==> src/rtl/core/rv32ie_div.sv <==
// Iterative signed 32-bit divider, one quotient bit per cycle, RISC-V rules
// for divide by zero and overflow. Depends on nothing but its ports.
`default_nettype none
module rv32ie_div (
    input  wire logic        i_clk,
    input  wire logic        i_rst_n,
    input  wire logic        i_start,
    input  wire logic [31:0] i_dividend,
    input  wire logic [31:0] i_divisor,
    output logic             o_done,
    output logic [31:0]      o_quotient
);
    logic        r_busy;
    logic        r_done;
    logic [4:0]  r_cnt;
    logic [31:0] r_rem;
    logic [31:0] r_quo;
    logic [31:0] r_mb;
    logic        r_neg;
    logic        r_zero;
    logic [32:0] rem_sh;
    logic        fits;

    assign rem_sh = {r_rem, r_quo[31]};
    assign fits   = rem_sh >= {1'b0, r_mb};

    always_ff @(posedge i_clk) begin
        if (!i_rst_n) begin
            r_busy <= 1'b0;
            r_done <= 1'b0;
            r_cnt  <= '0;
        end else begin
            r_done <= 1'b0;
            if (i_start) begin
                r_busy <= 1'b1;
                r_cnt  <= '0;
            end else if (r_busy) begin
                r_cnt <= r_cnt + 5'd1;
                if (r_cnt == 5'd31) begin
                    r_busy <= 1'b0;
                    r_done <= 1'b1;
                end
            end
        end
    end

    always_ff @(posedge i_clk) begin
        if (i_start) begin
            r_rem  <= '0;
            r_quo  <= i_dividend[31] ? (32'd0 - i_dividend) : i_dividend;
            r_mb   <= i_divisor[31] ? (32'd0 - i_divisor) : i_divisor;
            r_neg  <= i_dividend[31] ^ i_divisor[31];
            r_zero <= (i_divisor == 32'd0);
        end else if (r_busy) begin
            r_rem <= fits ? 32'(rem_sh - {1'b0, r_mb}) : rem_sh[31:0];
            r_quo <= {r_quo[30:0], fits};
        end
    end

    assign o_done     = r_done;
    assign o_quotient = r_zero ? 32'hFFFF_FFFF : (r_neg ? (32'd0 - r_quo) : r_quo);
endmodule
`default_nettype wire

==> config.mk <==
export PLATFORM = sky130hd
export DESIGN_NAME = rv32ie_div
export DESIGN_NICKNAME = d
export VERILOG_FILES = /design/src/rtl/core/rv32ie_div.sv
export SDC_FILE = /design/constraint.sdc
export NUM_CORES = 1
export LEC_CHECK = 0
export ABC_AREA = 1
export BUFFER_PORTS_ARGS = -buffer_cell sky130_fd_sc_hd__buf_2
export CORE_ASPECT_RATIO = 1.75
export CORE_MARGIN = 2
export CORE_UTILIZATION = 50
export DETAILED_ROUTE_END_ITERATION = 7
export HOLD_SLACK_MARGIN = 0.1
export PLACE_DENSITY_LB_ADDON = 0.08
export SLEW_MARGIN = 15
export SYNTH_ARGS = -nofsm -noshare
export SYNTH_HDL_FRONTEND = slang
export SYNTH_SLANG_ARGS = --single-unit
==> constraint.sdc <==
create_clock -name i_clk -period 2.6 [get_ports i_clk]
set_input_delay 0.26 -clock i_clk [delete_from_list [all_inputs] [get_ports i_clk]]
set_output_delay 0.26 -clock i_clk [all_outputs]
set_load 0.005 [all_outputs]
==> metrics.cfg <==
[status]
status = finished, final reports clean

[grt]
leftover_overflow_at_the_end_of_global_routing = 0
track_usage_pct = 29.25
grt_pass1_wl_um = 45270
antenna_found_initial = 0
grt_max_degree = 45
vias_in_the_first_global_route = 9575

[layout]
diodes = 0
fillers = 1918
area.growth.synth_to_final_pct = 13.36
nets = 1685
final-seq-area_sq_mm = 0.002763
final_cell_count_no_fill = 1823
post_route_cells_drive_above_1_share_pct = 12.30
post_route_cell_area_sq_mm = 0.01061
multi_input_comb_area_sq_mm = 0.005543

[yosys]
yosysWarnings = 0
netlist.area_leader.share_pct = 21.18
post_synth.cell_area_avg_sq_um = 6.330
post_synth_num_cell_types = 46
synth-seq-area-share_pct = 29.53
synth_fp_nets = 1583
synth_commonest_cells = nand2_1 (458), inv_1 (250), nor2_1 (130)
post-synth-top-area-cell = edfxtp_1
ys_top_cells_by_area = edfxtp_1 (21%), nand2_1 (18%), inv_1 (10%)
synth_async_sr_flop_share_pct = 0
synthCells = 1478
synth_area_sq_mm = 0.009355
synth_edf_count = 66
most_common_cell_in_the_synthesized_netlist = nand2_1
synthFlopType = edfxtp_1
synth_seq_cells = 105

[placement]
post-place-cells = 1799
dp_hpwl_um = 22720
placed_cell_area_sq_mm = 0.01014
gpl.final_weighted_congestion = 0.9563
numPortBuffers = 99

[worst_setup_path]
worst_setup_path_start_kind = flop
path_class = flop to output port
slowest_stage = edfxtp_1
timing.critical_path.to_type = output port
max_stage_delay_ps = 440
startpoint = r_quo[1]
critPathMaxFanout = 5
cp_data_required_time_ps = 2340
timing.rr.start = r_mb[2]
worst_r2r_path_depth = 14
crit_path_cell_trace = nor3_2 -> nand2_2 -> nor3_4 -> nand3_1 -> nand2_1 -> o21ai_0 -> a21oi_1 -> o21ai_0 -> buf_2
worst_path_most_repeated_cell = o21ai_0
worst-endpoint-arrival_ps = 2330

[drt]
first_pass_iters = 5
postRouteWirelength_um = 28120
detail_route.vias_per_cell = 5.255
route.detailed.drc = 0
routedWlPerCell_um = 15.42
via_count = 9580
detail-route-antenna-nets = 0
dr.first_iter.drc_count = 414

[power]
p_leak_nw = 5.421
pwr_density_cell_mw_per_mm2 = 430.4
worst_case_vdd_ir_drop_v = 0.0002813

[floorplanning]
die_footprint_sq_mm = 0.01986
initial_core_util_pct = 50.57
row_count = 66
die_x_um = 107.4
fp.dieH_um = 185.0
placeableCoreArea_sq_mm = 0.01850
floorplan.io_pins = 100

[hold_path]
timing.hold.worst.start = i_divisor[0]
worst_hold_path_type = primary input to flop
min_delay_path_depth = 1

[sta]
finalSetupViolations = 0
fin_crit_ps = 2587
count_of_final_hold_check_violations = 0
timing.slew.headroom_pct = 52.01
worst_margin_pin_slew_ps = 717.6
timing.final.crit_share_pct = 99.50
max_clock_freq_mhz = 386.5
maxSlewViolCount = 0
clock_skew_ps = 11.06
rsz0062_at_grt = true

[clock_tree]
htree_num_levels = 3
max-clock-path-buffers = 2
cts_sinks = 105
insertion_delay_ps = 360
clockRootBuffer = clkbuf_16
clock_slew_at_the_register_clock_pins_of_the_worst_setup_and_hold_paths_ps = 70
tritoncts = built
cts-buffers-inserted = 9

[job]
maxCapViolations = 0

-- flip-flops by register name, indices dropped and copies added, names as in the netlist --
register / count
r_mb: 32
r_cnt: 5
r_rem: 32
r_neg: 1
r_zero: 1
r_quo: 32
o_done: 1
r_busy: 1
-- where the power goes --
group / switching [W] / total [W] / internal (W)
combinational: 0.000687 / 0.00107 / 0.000381
sequential: 0.0000914 / 0.00201 / 0.00192
clock: 0.000633 / 0.00149 / 0.000854
total: 0.00141 / 0.00456 / 0.00315
-- timing repair --
action	4_1_cts	5_1_grt
hold endpoints to repair	0	0
gates resized for setup	11	15
endpoints found under the setup margin	7	32
setup buffers	2	6
hold buffers	0	0
pin swaps	4	3
-- per-stage QoR --
stage,setup TNS [ps],power (W),hold WS (ps),worst slack (ps),utilization (%)
finish,0,0.004565,120.1,12.98,57.33
global route,-984.4,0.004821,128.6,-132.4,57.33
CTS,0,0.004591,107.7,0.5909,56.80
detailed placement,0,0.003080,460.8,112.6,54.81
global placement,0,0.003072,461.0,115.8,54.81
floorplan,0,0.002694,358.9,376.0,-
-- logic make-up (layout without fill, tap and decap cells) --
family          Yosys count  count (layout)  synth area share [%]
compound gates          163             163                 9.469
xor+xnor                 60              60                 5.617
fa+ha+maj                38              38                 5.162
buf+inv                 289             396                 12.02
flops                   105             105                 29.53
simple gates            823             823                 38.20
-- cell usage in the layout, fill, tap and decap left out, types with 5 or more instances in the layout --
| cell | Yosys | final |
|---|---|---|
| nand2_1 | 458 | 452 |
| inv_1 | 250 | 247 |
| nor2_1 | 130 | 128 |
| nand3_1 | 124 | 122 |
| buf_2 | 8 | 99 |
| o21ai_0 | 70 | 68 |
| edfxtp_1 | 66 | 66 |
| a21oi_1 | 49 | 49 |
| xor2_1 | 39 | 39 |
| dfxtp_1 | 39 | 39 |
| ha_1 | 37 | 36 |
| nand3b_1 | 29 | 29 |
| nor3_1 | 24 | 23 |
| buf_4 | 1 | 23 |
| o21ai_1 | 20 | 22 |
| xnor2_1 | 21 | 21 |
| nand4_1 | 14 | 14 |
| nand2_2 | 8 | 13 |
| nor2_2 | 9 | 9 |
| clkbuf_16 | 0 | 9 |
| or2_2 | 7 | 7 |
| o211ai_1 | 7 | 7 |
| inv_2 | 2 | 5 |
| nor3_2 | 6 | 5 |
| nor4_1 | 5 | 5 |
-- critical path: cells and delay by family (launching register included) --
kind / cells / cell delay [ps]
flip-flops: 1 / 440
AO/OA/AOI/OAI: 3 / 390
AND/OR/NAND/NOR: 5 / 1020
buffers and inverters: 1 / 140
-- layout make-up --
| class | instances | share of cell area (%) |
|---|---|---|
| timing repair buffer | 127 | 6.914 |
| clock buffer | 11 | 2.194 |
| clock inverter | 5 | 0.8141 |
| inverter | 253 | 8.955 |
| tap | 238 | 2.808 |
| multi-input combinational | 1084 | 52.27 |
| sequential | 105 | 26.05 |
-- path summary, 6_finish.rpt --
| kind | to | slack, ps |
|---|---|---|
| setup / recovery | o_quotient[31] | 10 |
| hold / removal | r_mb[0] | 120 |
| setup reg to reg | r_rem[21] | 170 |
| hold reg to reg | r_rem[19] | 470 |
-- metal layers --
metal	global-route usage, %	share of wire [%]	vias up
met5	0	0	-
met4	15.74	5.1	0
met3	4.293	3.9	78
met2	57.62	55	240
met1	28.43	36	4357
li1	-	-	4905
Power figures use the tool's default switching activity.
